===== config.mk =====
export PLATFORM = sky130hd
export DESIGN_NAME = framed_link_receive_deframer
export DESIGN_NICKNAME = d
export VERILOG_FILES = /design/src/hdl/flrd_pkg.sv /design/src/hdl/flrd_core.sv /design/src/hdl/framed_link_receive_deframer.sv
export SDC_FILE = /design/constraint.sdc
export NUM_CORES = 1
export LEC_CHECK = 0
export BUFFER_PORTS_ARGS = -buffer_cell sky130_fd_sc_hd__buf_2
export CAP_MARGIN = 20
export CELL_PAD_IN_SITES_DETAIL_PLACEMENT = 1
export CELL_PAD_IN_SITES_GLOBAL_PLACEMENT = 1
export CORE_UTILIZATION = 35
export CTS_BUF_LIST = sky130_fd_sc_hd__clkbuf_4
export CTS_CLUSTER_SIZE = 28
export DETAILED_ROUTE_END_ITERATION = 10
export MAX_ROUTING_LAYER = met4
export PLACE_DENSITY_LB_ADDON = 0.1
export RECOVER_POWER = 25
export SETUP_SLACK_MARGIN = 0.2
export SLEW_MARGIN = 30
export SYNTH_ARGS = -nofsm -noshare
export SYNTH_HDL_FRONTEND = slang
export SYNTH_SLANG_ARGS = --single-unit

===== constraint.sdc =====
create_clock -name aclk -period 17.7 [get_ports aclk]
set_clock_uncertainty 0.1 [all_clocks]
set_input_delay 3.54 -clock aclk [delete_from_list [all_inputs] [get_ports aclk]]
set_output_delay 3.54 -clock aclk [all_outputs]
set_load 0.01 [all_outputs]

===== src/hdl/flrd_pkg.sv =====
// Shared types and constants of the framed link receive deframer.
// Used by flrd_core and framed_link_receive_deframer; depends on nothing.

package flrd_pkg;

    localparam int PAYLOAD_LIMIT = 1024;
    localparam int MAX_FRAME     = 1037;
    localparam int HDR_LEN       = 10;

    localparam int SPAN  = (MAX_FRAME > PAYLOAD_LIMIT + HDR_LEN + 2) ?
                           MAX_FRAME : PAYLOAD_LIMIT + HDR_LEN + 2;
    localparam int CNT_W = $clog2(SPAN + 1);

    localparam logic [7:0]  SYNC_A    = 8'hA5;
    localparam logic [7:0]  SYNC_B    = 8'h5A;
    localparam logic [7:0]  TAIL_BYTE = 8'h7E;
    localparam logic [15:0] CRC_INIT  = 16'hFFFF;
    localparam logic [15:0] CRC_POLY  = 16'h1021;

    localparam int M_TDATA_W = 64;

    typedef enum logic [1:0] {
        CFG_RX_ENABLE = 2'd0,
        CFG_DEV_ADDR  = 2'd1,
        CFG_VERSION   = 2'd2,
        CFG_UNUSED    = 2'd3
    } cfg_index_t;

    typedef enum logic [2:0] {
        STAT_OK       = 3'd0,
        STAT_BAD      = 3'd1,
        STAT_ADDR     = 3'd2,
        STAT_LEN      = 3'd3,
        STAT_OVERFLOW = 3'd4
    } status_t;

    typedef enum logic {
        OP_BYTE  = 1'b0,
        OP_RESYNC = 1'b1
    } op_t;

    typedef enum logic {
        KIND_PAYLOAD = 1'b0,
        KIND_STATUS  = 1'b1
    } kind_t;

    typedef struct packed {
        logic       enable;
        logic [7:0] address;
        logic [7:0] version;
    } cfg_t;

    typedef struct packed {
        logic        valid;
        kind_t       kind;
        logic [7:0]  payload_byte;
        status_t     status;
        logic [7:0]  frame_type;
        logic [7:0]  command_code;
        logic [15:0] sequence_number;
        logic [15:0] length_field;
    } result_t;

endpackage


===== src/hdl/flrd_core.sv =====
// Frame tracking core: sync hunt, header capture with payload length limit, CRC-16 and frame end checks.
// Depends on flrd_pkg; instantiated by framed_link_receive_deframer.

module flrd_core (
    input  logic              aclk,
    input  logic              aresetn,
    input  flrd_pkg::cfg_t    cfg,
    input  logic              cfg_drop,
    input  logic              item_valid,
    input  flrd_pkg::op_t     item_op,
    input  logic [7:0]        item_byte,
    input  logic              step,
    output flrd_pkg::result_t res
);

    localparam int CW = flrd_pkg::CNT_W;

    logic [CW-1:0] byte_count_reg, byte_count_next;
    logic [15:0]   crc_reg, crc_next;
    logic [7:0]    held_version_reg, held_version_next;
    logic [7:0]    held_address_reg, held_address_next;
    logic [15:0]   held_sequence_reg, held_sequence_next;
    logic [7:0]    held_type_reg, held_type_next;
    logic [7:0]    held_command_reg, held_command_next;
    logic [15:0]   held_length_reg, held_length_next;
    logic [7:0]    crc_low_reg, crc_low_next;

    logic [CW-1:0] frame_end;
    logic [15:0]   crc_of_byte;
    logic          emit;
    flrd_pkg::kind_t   emit_kind;
    flrd_pkg::status_t emit_status;
    logic [7:0]    emit_byte;

    function automatic logic [15:0] crc_byte(input logic [15:0] crc, input logic [7:0] b);
        logic [15:0] c;
        c = crc ^ {b, 8'h00};
        for (int k = 0; k < 8; k++) begin
            c = c[15] ? ({c[14:0], 1'b0} ^ flrd_pkg::CRC_POLY) : {c[14:0], 1'b0};
        end
        return c;
    endfunction

    assign crc_of_byte = crc_byte(crc_reg, item_byte);
    assign frame_end   = CW'(flrd_pkg::HDR_LEN) + held_length_reg[CW-1:0];

    always_comb begin
        byte_count_next    = byte_count_reg;
        crc_next           = crc_reg;
        held_version_next  = held_version_reg;
        held_address_next  = held_address_reg;
        held_sequence_next = held_sequence_reg;
        held_type_next     = held_type_reg;
        held_command_next  = held_command_reg;
        held_length_next   = held_length_reg;
        crc_low_next       = crc_low_reg;
        emit               = 1'b0;
        emit_kind          = flrd_pkg::KIND_PAYLOAD;
        emit_status        = flrd_pkg::STAT_OK;
        emit_byte          = 8'h00;

        if (item_op == flrd_pkg::OP_RESYNC) begin
            byte_count_next = '0;
        end else if (cfg.enable) begin
            if (byte_count_reg == '0) begin
                if (item_byte == flrd_pkg::SYNC_A) begin
                    byte_count_next = CW'(1);
                end
            end else if (byte_count_reg == CW'(1)) begin
                if (item_byte == flrd_pkg::SYNC_B) begin
                    byte_count_next = CW'(2);
                    crc_next        = flrd_pkg::CRC_INIT;
                end else if (item_byte != flrd_pkg::SYNC_A) begin
                    byte_count_next = '0;
                end
            end else if (byte_count_reg >= CW'(flrd_pkg::MAX_FRAME)) begin
                byte_count_next = '0;
                emit            = 1'b1;
                emit_kind       = flrd_pkg::KIND_STATUS;
                emit_status     = flrd_pkg::STAT_OVERFLOW;
            end else begin
                byte_count_next = byte_count_reg + CW'(1);
                if (byte_count_reg < CW'(flrd_pkg::HDR_LEN)) begin
                    crc_next = crc_of_byte;
                    unique case (byte_count_reg)
                        CW'(2): held_version_next = item_byte;
                        CW'(3): held_address_next = item_byte;
                        CW'(4): held_sequence_next = {8'h00, item_byte};
                        CW'(5): held_sequence_next = {item_byte, held_sequence_reg[7:0]};
                        CW'(6): held_type_next = item_byte;
                        CW'(7): held_command_next = item_byte;
                        CW'(8): held_length_next = {8'h00, item_byte};
                        default: held_length_next = {item_byte, held_length_reg[7:0]};
                    endcase
                    if (byte_count_reg == CW'(flrd_pkg::HDR_LEN - 1) &&
                        held_length_next > 16'(flrd_pkg::PAYLOAD_LIMIT)) begin
                        byte_count_next = '0;
                        emit            = 1'b1;
                        emit_kind       = flrd_pkg::KIND_STATUS;
                        emit_status     = flrd_pkg::STAT_LEN;
                    end
                end else if (byte_count_reg < frame_end) begin
                    crc_next  = crc_of_byte;
                    emit      = 1'b1;
                    emit_byte = item_byte;
                end else if (byte_count_reg == frame_end) begin
                    crc_low_next = item_byte;
                end else if (byte_count_reg == frame_end + CW'(1)) begin
                    crc_next = crc_reg ^ {item_byte, crc_low_reg};
                end else begin
                    byte_count_next = '0;
                    emit            = 1'b1;
                    emit_kind       = flrd_pkg::KIND_STATUS;
                    priority if (item_byte != flrd_pkg::TAIL_BYTE || crc_reg != 16'h0000 ||
                                 held_version_reg != cfg.version) begin
                        emit_status = flrd_pkg::STAT_BAD;
                    end else if (held_address_reg != cfg.address) begin
                        emit_status = flrd_pkg::STAT_ADDR;
                    end else begin
                        emit_status = flrd_pkg::STAT_OK;
                    end
                end
            end
        end

        res.valid           = item_valid && emit;
        res.kind            = emit_kind;
        res.payload_byte    = emit_byte;
        res.status          = emit_status;
        res.frame_type      = held_type_next;
        res.command_code    = held_command_next;
        res.sequence_number = held_sequence_next;
        res.length_field    = held_length_next;
    end

    always_ff @(posedge aclk) begin
        if (!aresetn) begin
            byte_count_reg <= '0;
            crc_reg        <= flrd_pkg::CRC_INIT;
        end else if (cfg_drop) begin
            byte_count_reg <= '0;
        end else if (step) begin
            byte_count_reg <= byte_count_next;
            crc_reg        <= crc_next;
        end
    end

    always_ff @(posedge aclk) begin
        if (step && !cfg_drop) begin
            held_version_reg  <= held_version_next;
            held_address_reg  <= held_address_next;
            held_sequence_reg <= held_sequence_next;
            held_type_reg     <= held_type_next;
            held_command_reg  <= held_command_next;
            held_length_reg   <= held_length_next;
            crc_low_reg       <= crc_low_next;
        end
    end

endmodule


===== src/hdl/framed_link_receive_deframer.sv =====
// Top level of the framed link receive deframer: stream ports, config registers,
// input and result registers. Depends on flrd_pkg and flrd_core.

// Each received byte is held in an input register, runs combinationally through
// the frame tracker and byte-wide CRC-16/CCITT-FALSE, and its result (a payload
// byte, or a status ending the frame) lands in the output register, so a byte can
// be accepted every cycle but for the stall below. While a result waits in the output register,
// bytes that give no result still pass; a byte that gives a result holds in the input
// register, and the input stalls, until the waiting result is taken.
// Frames are sync 0xA5 0x5A, version, address, sequence (LE), type, command, length (LE),
// payload, CRC (LE) and a 0x7E tail; a repeated 0xA5 keeps the sync hunt armed.
// Config writes are taken at any time, but are meant for an idle block; writing the
// enable register drops any partial frame.

module framed_link_receive_deframer (
    input  logic        aclk,
    input  logic        aresetn,
    input  logic        s_tvalid,
    output logic        s_tready,
    input  logic [7:0]  s_tdata,   // rx_byte[7:0]
    input  logic        s_tuser,   // op[0]
    output logic        m_tvalid,
    input  logic        m_tready,
    output logic [63:0] m_tdata,   // payload_byte[7:0], frame_status[10:8], frame_type[18:11],
                                   // command_code[26:19], sequence_number[42:27],
                                   // frame_payload_length[58:43], zero[63:59]
    output logic        m_tuser,   // kind[0]
    input  logic        cfg_valid,
    output logic        cfg_ready,
    input  logic [1:0]  cfg_index,
    input  logic [7:0]  cfg_data
);

    flrd_pkg::cfg_t    cfg_reg;
    logic              cfg_write;
    logic              cfg_drop;

    logic              in_valid_reg;
    flrd_pkg::op_t     in_op_reg;
    logic [7:0]        in_byte_reg;

    logic              out_valid_reg;
    logic              out_kind_reg;
    logic [flrd_pkg::M_TDATA_W-1:0] out_data_reg;

    flrd_pkg::result_t res;
    logic              core_fire;
    logic              s_fire;

    assign cfg_ready = 1'b1;
    assign cfg_write = cfg_valid && cfg_ready;
    assign cfg_drop  = cfg_write && flrd_pkg::cfg_index_t'(cfg_index) == flrd_pkg::CFG_RX_ENABLE;

    always_ff @(posedge aclk) begin
        if (!aresetn) begin
            cfg_reg.enable  <= 1'b0;
            cfg_reg.address <= 8'h00;
            cfg_reg.version <= 8'h02;
        end else if (cfg_write) begin
            unique case (flrd_pkg::cfg_index_t'(cfg_index))
                flrd_pkg::CFG_RX_ENABLE: cfg_reg.enable  <= cfg_data[0];
                flrd_pkg::CFG_DEV_ADDR:  cfg_reg.address <= cfg_data;
                flrd_pkg::CFG_VERSION:   cfg_reg.version <= cfg_data;
                default: ;
            endcase
        end
    end

    // Bytes that give no result pass even while the output is stalled.
    assign core_fire = in_valid_reg && (!res.valid || !out_valid_reg || m_tready);
    assign s_tready  = !in_valid_reg || core_fire;
    assign s_fire    = s_tvalid && s_tready;

    always_ff @(posedge aclk) begin
        if (!aresetn) begin
            in_valid_reg <= 1'b0;
        end else if (s_fire) begin
            in_valid_reg <= 1'b1;
        end else if (core_fire) begin
            in_valid_reg <= 1'b0;
        end
    end

    always_ff @(posedge aclk) begin
        if (s_fire) begin
            in_op_reg   <= flrd_pkg::op_t'(s_tuser);
            in_byte_reg <= s_tdata;
        end
    end

    flrd_core u_core (
        .aclk       (aclk),
        .aresetn    (aresetn),
        .cfg        (cfg_reg),
        .cfg_drop   (cfg_drop),
        .item_valid (in_valid_reg),
        .item_op    (in_op_reg),
        .item_byte  (in_byte_reg),
        .step       (core_fire),
        .res        (res)
    );

    always_ff @(posedge aclk) begin
        if (!aresetn) begin
            out_valid_reg <= 1'b0;
        end else if (core_fire && res.valid) begin
            out_valid_reg <= 1'b1;
        end else if (m_tready) begin
            out_valid_reg <= 1'b0;
        end
    end

    always_ff @(posedge aclk) begin
        if (core_fire && res.valid) begin
            out_kind_reg <= res.kind;
            out_data_reg <= {5'b00000, res.length_field, res.sequence_number,
                             res.command_code, res.frame_type, res.status, res.payload_byte};
        end
    end

    assign m_tvalid = out_valid_reg;
    assign m_tuser  = out_kind_reg;
    assign m_tdata  = out_data_reg;

    a_payload_no_status: assert property (@(posedge aclk) disable iff (!aresetn)
        m_tvalid && m_tuser == flrd_pkg::KIND_PAYLOAD |-> m_tdata[10:8] == flrd_pkg::STAT_OK)
        else $error("payload transfer carries a status code");

    a_status_legal: assert property (@(posedge aclk) disable iff (!aresetn)
        m_tvalid && m_tuser == flrd_pkg::KIND_STATUS |->
            m_tdata[7:0] == 8'h00 && m_tdata[10:8] <= flrd_pkg::STAT_OVERFLOW)
        else $error("status transfer malformed");

    a_len_status: assert property (@(posedge aclk) disable iff (!aresetn)
        m_tvalid && m_tuser == flrd_pkg::KIND_STATUS && m_tdata[10:8] == flrd_pkg::STAT_LEN
            |-> m_tdata[58:43] > 16'(flrd_pkg::PAYLOAD_LIMIT))
        else $error("length status with legal length");

    a_disabled_silent: assert property (@(posedge aclk) disable iff (!aresetn)
        core_fire && !cfg_reg.enable |-> !res.valid)
        else $error("result produced while receiver disabled");

    a_result_lands: assert property (@(posedge aclk) disable iff (!aresetn)
        core_fire && res.valid |=> m_tvalid)
        else $error("result lost before output register");

endmodule


After elaboration in Yosys (flattened, before gate mapping)
Index checks and enable logic that the tools add are counted.
{"block": "word_totals", "ff_bits": 187, "elab_cells": 194}
{"block": "classes", "add_sub_neg": 3, "order_cmp": 4, "n_eq_ne": 24, "n_mux": 87, "bitwise_logic": 19, "n_reduce_logical": 36}
{"op": "$mux 16", "n": 25}
{"op": "$mux 11", "n": 13}
{"op": "$mux 8", "n": 14}
{"op": "$mux 13", "n": 8}
{"op": "$pmux 16 s2", "n": 2}
{"op": "$eq 11x3->1 const B", "n": 4}
{"op": "$xor 16x16->16", "n": 2}
{"op": "$not 3->3", "n": 8}
{"op": "$add 11x1->11 const B", "n": 2}
{"op": "$eq 11x11->1", "n": 2}
{"op": "$eq 11x2->1 const B", "n": 2}
{"op": "$eq 11x4->1 const B", "n": 2}
{"op": "$mux 3", "n": 6}
{"op": "$reduce_and 9->1", "n": 2}
{"op": "$mux 1", "n": 17}
{"op": "$gt 16x11->1 const B", "n": 1}
{"op": "$ne 8x8->1", "n": 2}
{"op": "$reduce_and 8->1", "n": 2}
{"op": "$reduce_bool 16->1", "n": 1}
{"op": "$add 4x11->11 const A", "n": 1}
{"op": "$eq 11x1->1 const B", "n": 1}
{"op": "$ge 11x11->1 const B", "n": 1}
{"op": "$logic_not 11->1", "n": 1}
{"op": "$lt 11x11->1", "n": 1}
{"op": "other kinds (27)", "n": 53}

Depth between registers and ports, before layout
Gate-level depths: netlist of run 1.
{"block": "depth", "word_depth": 26, "depth_mapped": 15, "depth_no_buf": 14}

Cells and area by module
Synthesis of run 1 repeated with hierarchy kept, for this count alone.
{"block": "unflattened", "hier_cells": 793, "hier_area_um2": 9166.3}
{"mod": "flrd_core", "n_inst": 1, "cells_per_inst": 636, "area_each_um2": 6268.5, "seq_area_each_um2": 2702.6}
{"mod": "framed_link_receive_deframer", "n_inst": 1, "cells_per_inst": 157, "area_each_um2": 2897.8, "seq_area_each_um2": 2452.4}

Worst setup path before layout of run 1
OpenSTA, ideal clock, no wires.
{"block": "synth_timing", "path_kind": "input-to-output", "from": "in m_tready", "to": "out s_tready", "t_arrival_ns": 4.029, "required_ns": 14.060, "setup_slack_ns": 10.031, "stages": 3, "path_buffers": 0, "cell_sequence": "nor2b_1 -> o211a_4 -> inv_1"}
{"block": "synth_via", "elab_chain_cells": 3}
{"item": "from (decl)", "line_no": "framed_link_receive_deframer.sv:23", "source": "input logic m_tready,"}
{"item": "$logic_or 1x1->1", "line_no": "framed_link_receive_deframer.sv:70", "source": "assign core_fire = in_valid_reg && (!res.valid || !out_valid_reg || m_tready);"}
{"item": "$logic_and 1x1->1", "line_no": "framed_link_receive_deframer.sv:70"}
{"item": "$logic_or 1x1->1", "line_no": "framed_link_receive_deframer.sv:71", "source": "assign s_tready = !in_valid_reg || core_fire;"}
{"item": "to (decl)", "line_no": "framed_link_receive_deframer.sv:19", "source": "output logic s_tready,"}
No other way between the ends.

Worst setup path after layout of run 1
Ends and elaborated chain as after synthesis.

==> flow_summary.yaml, run 1 <==
sta:
  fin_crit_ps: 8070
  worstMarginPinSlew_ps: 1550
  hold_viol_final: 0
  slew_violations: 39
  rsz0062_at_grt: "false"
  finalHoldWorstSlack_ps: 448
  setup-tns-final_ps: 0
  slew-limit-headroom_pct: -3.39
  fin_crit_sh_pct: 45.6
  fmax_mhz: 124
  setup_violations: 0
placement:
  port_buffers: 85
  gp_congestion: 0.790
  dp_hpwl_um: 16600
routing:
  dr_wl_met3_um: 668
  drc: 0
  drt_pass1_iterations: 5
  wl_per_cell_um: 20.7
  wl_met2_um: 12100
  top_layer: "met4"
  wl_met1_um: 11300
  routed-via-count: 6149
  via_per_inst: 5.24
  first_iter_violations: 397
  wl_um: 24300
  ant_nets: 0
synth:
  synthAdderAreaFrac_pct: 2.48
  yosys.area.top_type: "edfxtp_1"
  netlist_instances: 752
  syn_avg_cell_area_sq_um: 12.1
  synth_edf_count: 141
  synthMuxAreaShare_pct: 7.05
  synth_top_family_by_area: "simple AND/OR/NAND/NOR gates"
  synth-async-reset-ratio_pct: 0
  ys_ff_latch: 187
  synth-simple-area-share_pct: 14.0
  yosysSeqAreaShare_pct: 56.7
  synthDistinctLibCells: 70
  synthXorXnorAreaFrac_pct: 6.94
  synth_compound_area_share_pct: 9.96
  synth_warnings: 0
  synth_top_area_share_pct: 46.6
  synth_ff_type: "edfxtp_1"
  syn_area_sq_um: 9090
  synth_area_leaders: "edfxtp_1, dfxtp_1, mux2i_1"
pwr:
  switching_power_mw: 0.220
  pwr-share-comb_pct: 6.4
  p_leak_nw: 3.40
  seq_power_share_pct: 61.7
  swShare_pct: 28.3
  internal_power_mw: 0.557
  power.density_nw_per_um2: 76.8
  peakVddDrop_mv: 0.0362
  p_clk_share_pct: 31.9
clock_network:
  cts_htree_levels: 4
  cts_setup_buffers: 0
  root_buffer: "clkbuf_4"
  clkLatencyLatePin_ps: 610
  numCtsBuffers: 17
  clk_path_buf_depth: 2
  post_cts_resized: 0
  tritoncts: "built"
  cts.sinks: 187
  path_clk_slew_ps: 170
  cts_hold_buffers: 0
floorplanning:
  core_sq_um: 25300
  die_x_um: 163
  start_util_pct: 35.9
  pin_count: 92
  row_count: 58
  die_height_um: 163
  die-area_sq_um: 26600
setup_path:
  crit_buf_inv: 3
  cp_max_fo: 5
  end_kind: "output pin"
  worst_path_max_delay_cell: "nor2b_1"
  cpPeakStageDelay_ps: 340
  crit_path_start_kind: "primary input"
  cp_top_family: "simple AND/OR/NAND/NOR gates"
  path_cells: "buf_2, nor2b_1, o211a_4, inv_1, buf_2"
  r2r_setup_slack_ps: 13110
  criticalPathCategory: "in -> out"
  crit_top_cell: "buf_2"
  cp.arrival_ps: 4430
  crit_required_ps: 14060
grt:
  antenna_found_initial: 1
  grt.total_usage_pct: 19.5
  grt_pass1_wl_um: 38000
  grt_overflow: 0
  grt_pass1_vias: 6489
  grt_max_degree: 57
min_path:
  min-delay-path-class: "reg -> reg"
flow_run:
  maxCapViolCount: 1
cells_and_area:
  drive_above_1_share_pct: 18.3
  fin_nets: 872
  largest_reg_flops: 59
  fillCellCount: 2696
  final_cell_mix: "edfxtp_1, buf_2, dfxtp_1, nand2_1"
  syn_to_final_growth_pct: 11.2
  final_common_cell: "edfxtp_1"
status:
  violations: "max-capacitance violations, max-slew violations"
  outcome: "complete, but fails checks"
stage by stage:
stage / power [mW] / cells / setup WS (ps) / instance area (sq um) / utilization (%)
CTS: 0.784 / 1173 / 9630 / 10200 / 40.1
global route: 0.804 / 1174 / 9580 / 10100 / 39.9
floorplan: 0.521 / 756 / 10030 / 9110 / -
finish: 0.777 / 1174 / 9630 / 10100 / 39.9
global placement: 0.539 / 1141 / 9650 / 9850 / 38.9
detailed placement: 0.540 / 1141 / 9630 / 9860 / 38.9
metal layers:
metal	track usage, %	up-vias
li1	-	2920
met1	25.1	3108
met2	32.1	100
met3	3.25	21
met4	4.38	0
met5	-	-
worst paths after layout:
check / from / end / cells after the start
hold / removal: cfg_reg[0] / cfg_reg[0] / 2
setup reg to reg: u_core.held_length_reg[1] / u_core.byte_count_reg[3] / 14
hold reg to reg: cfg_reg[0] / cfg_reg[0] / 2
setup / recovery: m_tready / s_tready / 5
power groups by stage:
stage | clock network, mW | logic [mW] | registers, mW
after floorplan | 0 | 0.0333 | 0.488
after global placement | 0 | 0.0498 | 0.489
after detailed placement | 0 | 0.0514 | 0.489
after CTS | 0.254 | 0.0516 | 0.479
after global routing | 0.269 | 0.0556 | 0.480
final | 0.248 | 0.0499 | 0.479
cell usage after synthesis, types with 6 or more instances:
library cell  instances
or3_1                 7
nand2_1              44
mux2_2               24
o41ai_1               6
o21ai_0              24
a32oi_1               7
and3_1                8
edfxtp_1            141
xnor2_1              42
nor2b_1              39
xor2_1               30
nand4_1              12
nand3_1              13
inv_1                13
clkbuf_1             24
buf_2                 7
dfxtp_1              46
mux2i_1              37
buf_4                 7
a21oi_1              25
a22o_1               16
nor2_1               42
nor3_1               13
ha_1                 18
o21a_1                6
nor4_1                9
and2_1               11
kinds of logic after synthesis:
kind of cell	count (synthesis)
AND/OR/NAND/NOR	231
flip-flops	187
AO/OA/AOI/OAI	125
XOR/XNOR	72
multiplexers	61
buffers and inverters	56
adder cells (fa/ha/maj)	18
other	2
cell type report:
type                       count  area, sq um  share of cell area (%)
clock inverter                15          165                    1.63
sequential                   187         5150                    51.0
inverter                      13         51.3                   0.508
multi-input combinational    513         3700                    36.7
antenna                        1         2.50                  0.0248
clock buffer                  17          128                    1.26
tap                          330          413                    4.09
timing repair buffer          98          488                    4.83
tightest hold or removal path: stages, from the launching register on:
cell and delay, ps:
dfxtp_1 360, a21oi_1 120, nor2b_1 50
No activity file was read; power rests on OpenSTA's default activity.
==> run 2, diff against run 1 <==
==> constraint.sdc (replaced) <==
create_clock -name aclk -period 8 [get_ports aclk]
set_clock_uncertainty 0.1 [all_clocks]
set_input_delay 1.6 -clock aclk [delete_from_list [all_inputs] [get_ports aclk]]
set_output_delay 1.6 -clock aclk [all_outputs]
set_load 0.01 [all_outputs]
==> run 2 against run 1 <==
  * Largest power group unchanged
  * The flow now finishes without violations
  * Hold slack lost 4.6 ps
  * Critical endpoint unchanged
  * Flip-flop and latch count is the same
  * Critical path depth grew 6
  * Die area is the same
  * Power grew 120%
==> flow_summary.yaml, run 2 (synthesis results as in run 1) <==
sta:
  setup-tns-final_ps: 0
  fmax_mhz: 184
  fin_crit_ps: 5450
  rsz0062_at_grt: "false"
  fin_crit_sh_pct: 68.1
  slew_violations: 0
  worstMarginPinSlew_ps: 1250
  slew-limit-headroom_pct: 16.7
  hold_viol_final: 0
  setup_violations: 0
floorplanning:
  die_x_um: 163
  core_sq_um: 25300
  pin_count: 92
  start_util_pct: 35.9
  die_height_um: 163
  row_count: 58
  die-area_sq_um: 26600
routing:
  wl_um: 24000
  wl_met2_um: 12200
  wl_per_cell_um: 20.4
  drc: 0
  dr_wl_met3_um: 701
  top_layer: "met4"
  first_iter_violations: 347
  ant_nets: 0
  wl_met1_um: 10700
  drt_pass1_iterations: 5
  via_per_inst: 5.22
  routed-via-count: 6141
clock_network:
  path_clk_slew_ps: 170
  numCtsBuffers: 17
  cts_hold_buffers: 0
  cts.sinks: 187
  clkLatencyLatePin_ps: 580
  cts_setup_buffers: 0
  root_buffer: "clkbuf_4"
  clk_path_buf_depth: 2
  post_cts_resized: 0
  tritoncts: "built"
  cts_htree_levels: 4
pwr:
  pwr-share-comb_pct: 6.3
  peakVddDrop_mv: 0.0903
  seq_power_share_pct: 61.2
  internal_power_mw: 1.29
  power.density_nw_per_um2: 172
  p_leak_nw: 3.34
  p_clk_share_pct: 32.4
  switching_power_mw: 0.446
  swShare_pct: 25.8
setup_path:
  end_kind: "output pin"
  r2r_setup_slack_ps: 3670
  reg2reg_depth: 14
  cpPeakStageDelay_ps: 730
  cp.arrival_ps: 3750
  crit_required_ps: 6300
  criticalPathCategory: "reg -> out"
  cp_max_fo: 10
  path_cells: "inv_1, ha_1, o21ai_0, a2111oi_1, a22oi_1, o21a_2, nor2_2, o211a_1, o211a_4, inv_1, buf_2"
  crit_top_cell: "inv_1"
  worst_path_max_delay_cell: "a2111oi_1"
  crit_path_start_kind: "register"
cells_and_area:
  final_area_sq_um: 10100
  syn_to_final_growth_pct: 10.8
  final_common_cell: "edfxtp_1"
  fin_nets: 873
  fillCellCount: 2748
  final_cell_mix: "edfxtp_1, clkbuf_1, dfxtp_1, nand2_1"
  largest_reg_flops: 59
  drive_above_1_share_pct: 13.6
grt:
  grt_pass1_vias: 6586
  grt.total_usage_pct: 19.3
  grt_max_degree: 60
  grt_pass1_wl_um: 37500
  grt_overflow: 0
  antenna_found_initial: 1
flow_run:
  maxCapViolCount: 0
placement:
  gp_congestion: 0.872
  port_buffers: 85
  dp_hpwl_um: 16500
  post_dp_cell_area_sq_um: 9870
min_path:
  hold-path-cell-count: 2
  min-delay-path-class: "reg -> reg"
status:
  outcome: "finished clean"
==> run 2: cell types whose count changed in the layout (fill, tap and decap cells not counted), moves of 3 or more <==
cell,before,now
clkinv_4,3,0
mux2_1,6,0
clkbuf_1,12,57
buf_2,81,35
mux2_2,18,24
==> run 2: worst paths after layout <==
check / start / to
setup / recovery: u_core.byte_count_reg[1] / s_tready
hold / removal: cfg_reg[8] / cfg_reg[8]
setup reg to reg: u_core.held_length_reg[1] / u_core.byte_count_reg[3]
hold reg to reg: cfg_reg[8] / cfg_reg[8]
==> run 2: metrics by stage <==
stage	setup WS, ps	hold slack, ps	std cells	util (%)	total power [mW]
6_report	2550	444	1176	39.8	1.73
5_1_grt	2260	474	1176	39.8	1.80
4_1_cts	2530	448	1174	40.2	1.76
3_5_place_dp	3210	426	1142	39.0	1.20
3_3_place_gp	3310	415	1142	38.9	1.19
2_1_floorplan	2180	362	756	-	1.15
==> run 2: final cells by class <==
class / instances / area [sq um] / share of cell area, %
inverter: 13 / 51.3 / 0.509
clock inverter: 15 / 180 / 1.79
multi-input combinational: 513 / 3700 / 36.8
antenna: 2 / 5.00 / 0.0497
clock buffer: 17 / 128 / 1.27
timing repair buffer: 99 / 442 / 4.38
sequential: 187 / 5150 / 51.2
tap: 330 / 413 / 4.10
==> run 2: per-layer routing <==
metal,vias up,track usage (%)
met2,116,32.2
met5,-,-
li1,2928,-
met1,3068,23.9
met4,0,5.82
met3,29,3.10
==> run 2: power groups by stage <==
stage | sequential [mW] | clock (mW) | combinational (mW)
2_1_floorplan | 1.08 | 0 | 0.0738
3_3_place_gp | 1.08 | 0 | 0.111
3_5_place_dp | 1.08 | 0 | 0.114
4_1_cts | 1.06 | 0.583 | 0.115
5_1_grt | 1.06 | 0.617 | 0.123
6_report | 1.06 | 0.562 | 0.110
==> run 2: critical path, delay by kind of cell, from the launching register on <==
family,cells,cell delay [ps]
flip-flops,1,460
adder cells (fa/ha/maj),1,360
AO/OA/AOI/OAI,6,1840
AND/OR/NAND/NOR,1,200
buffers and inverters,3,300
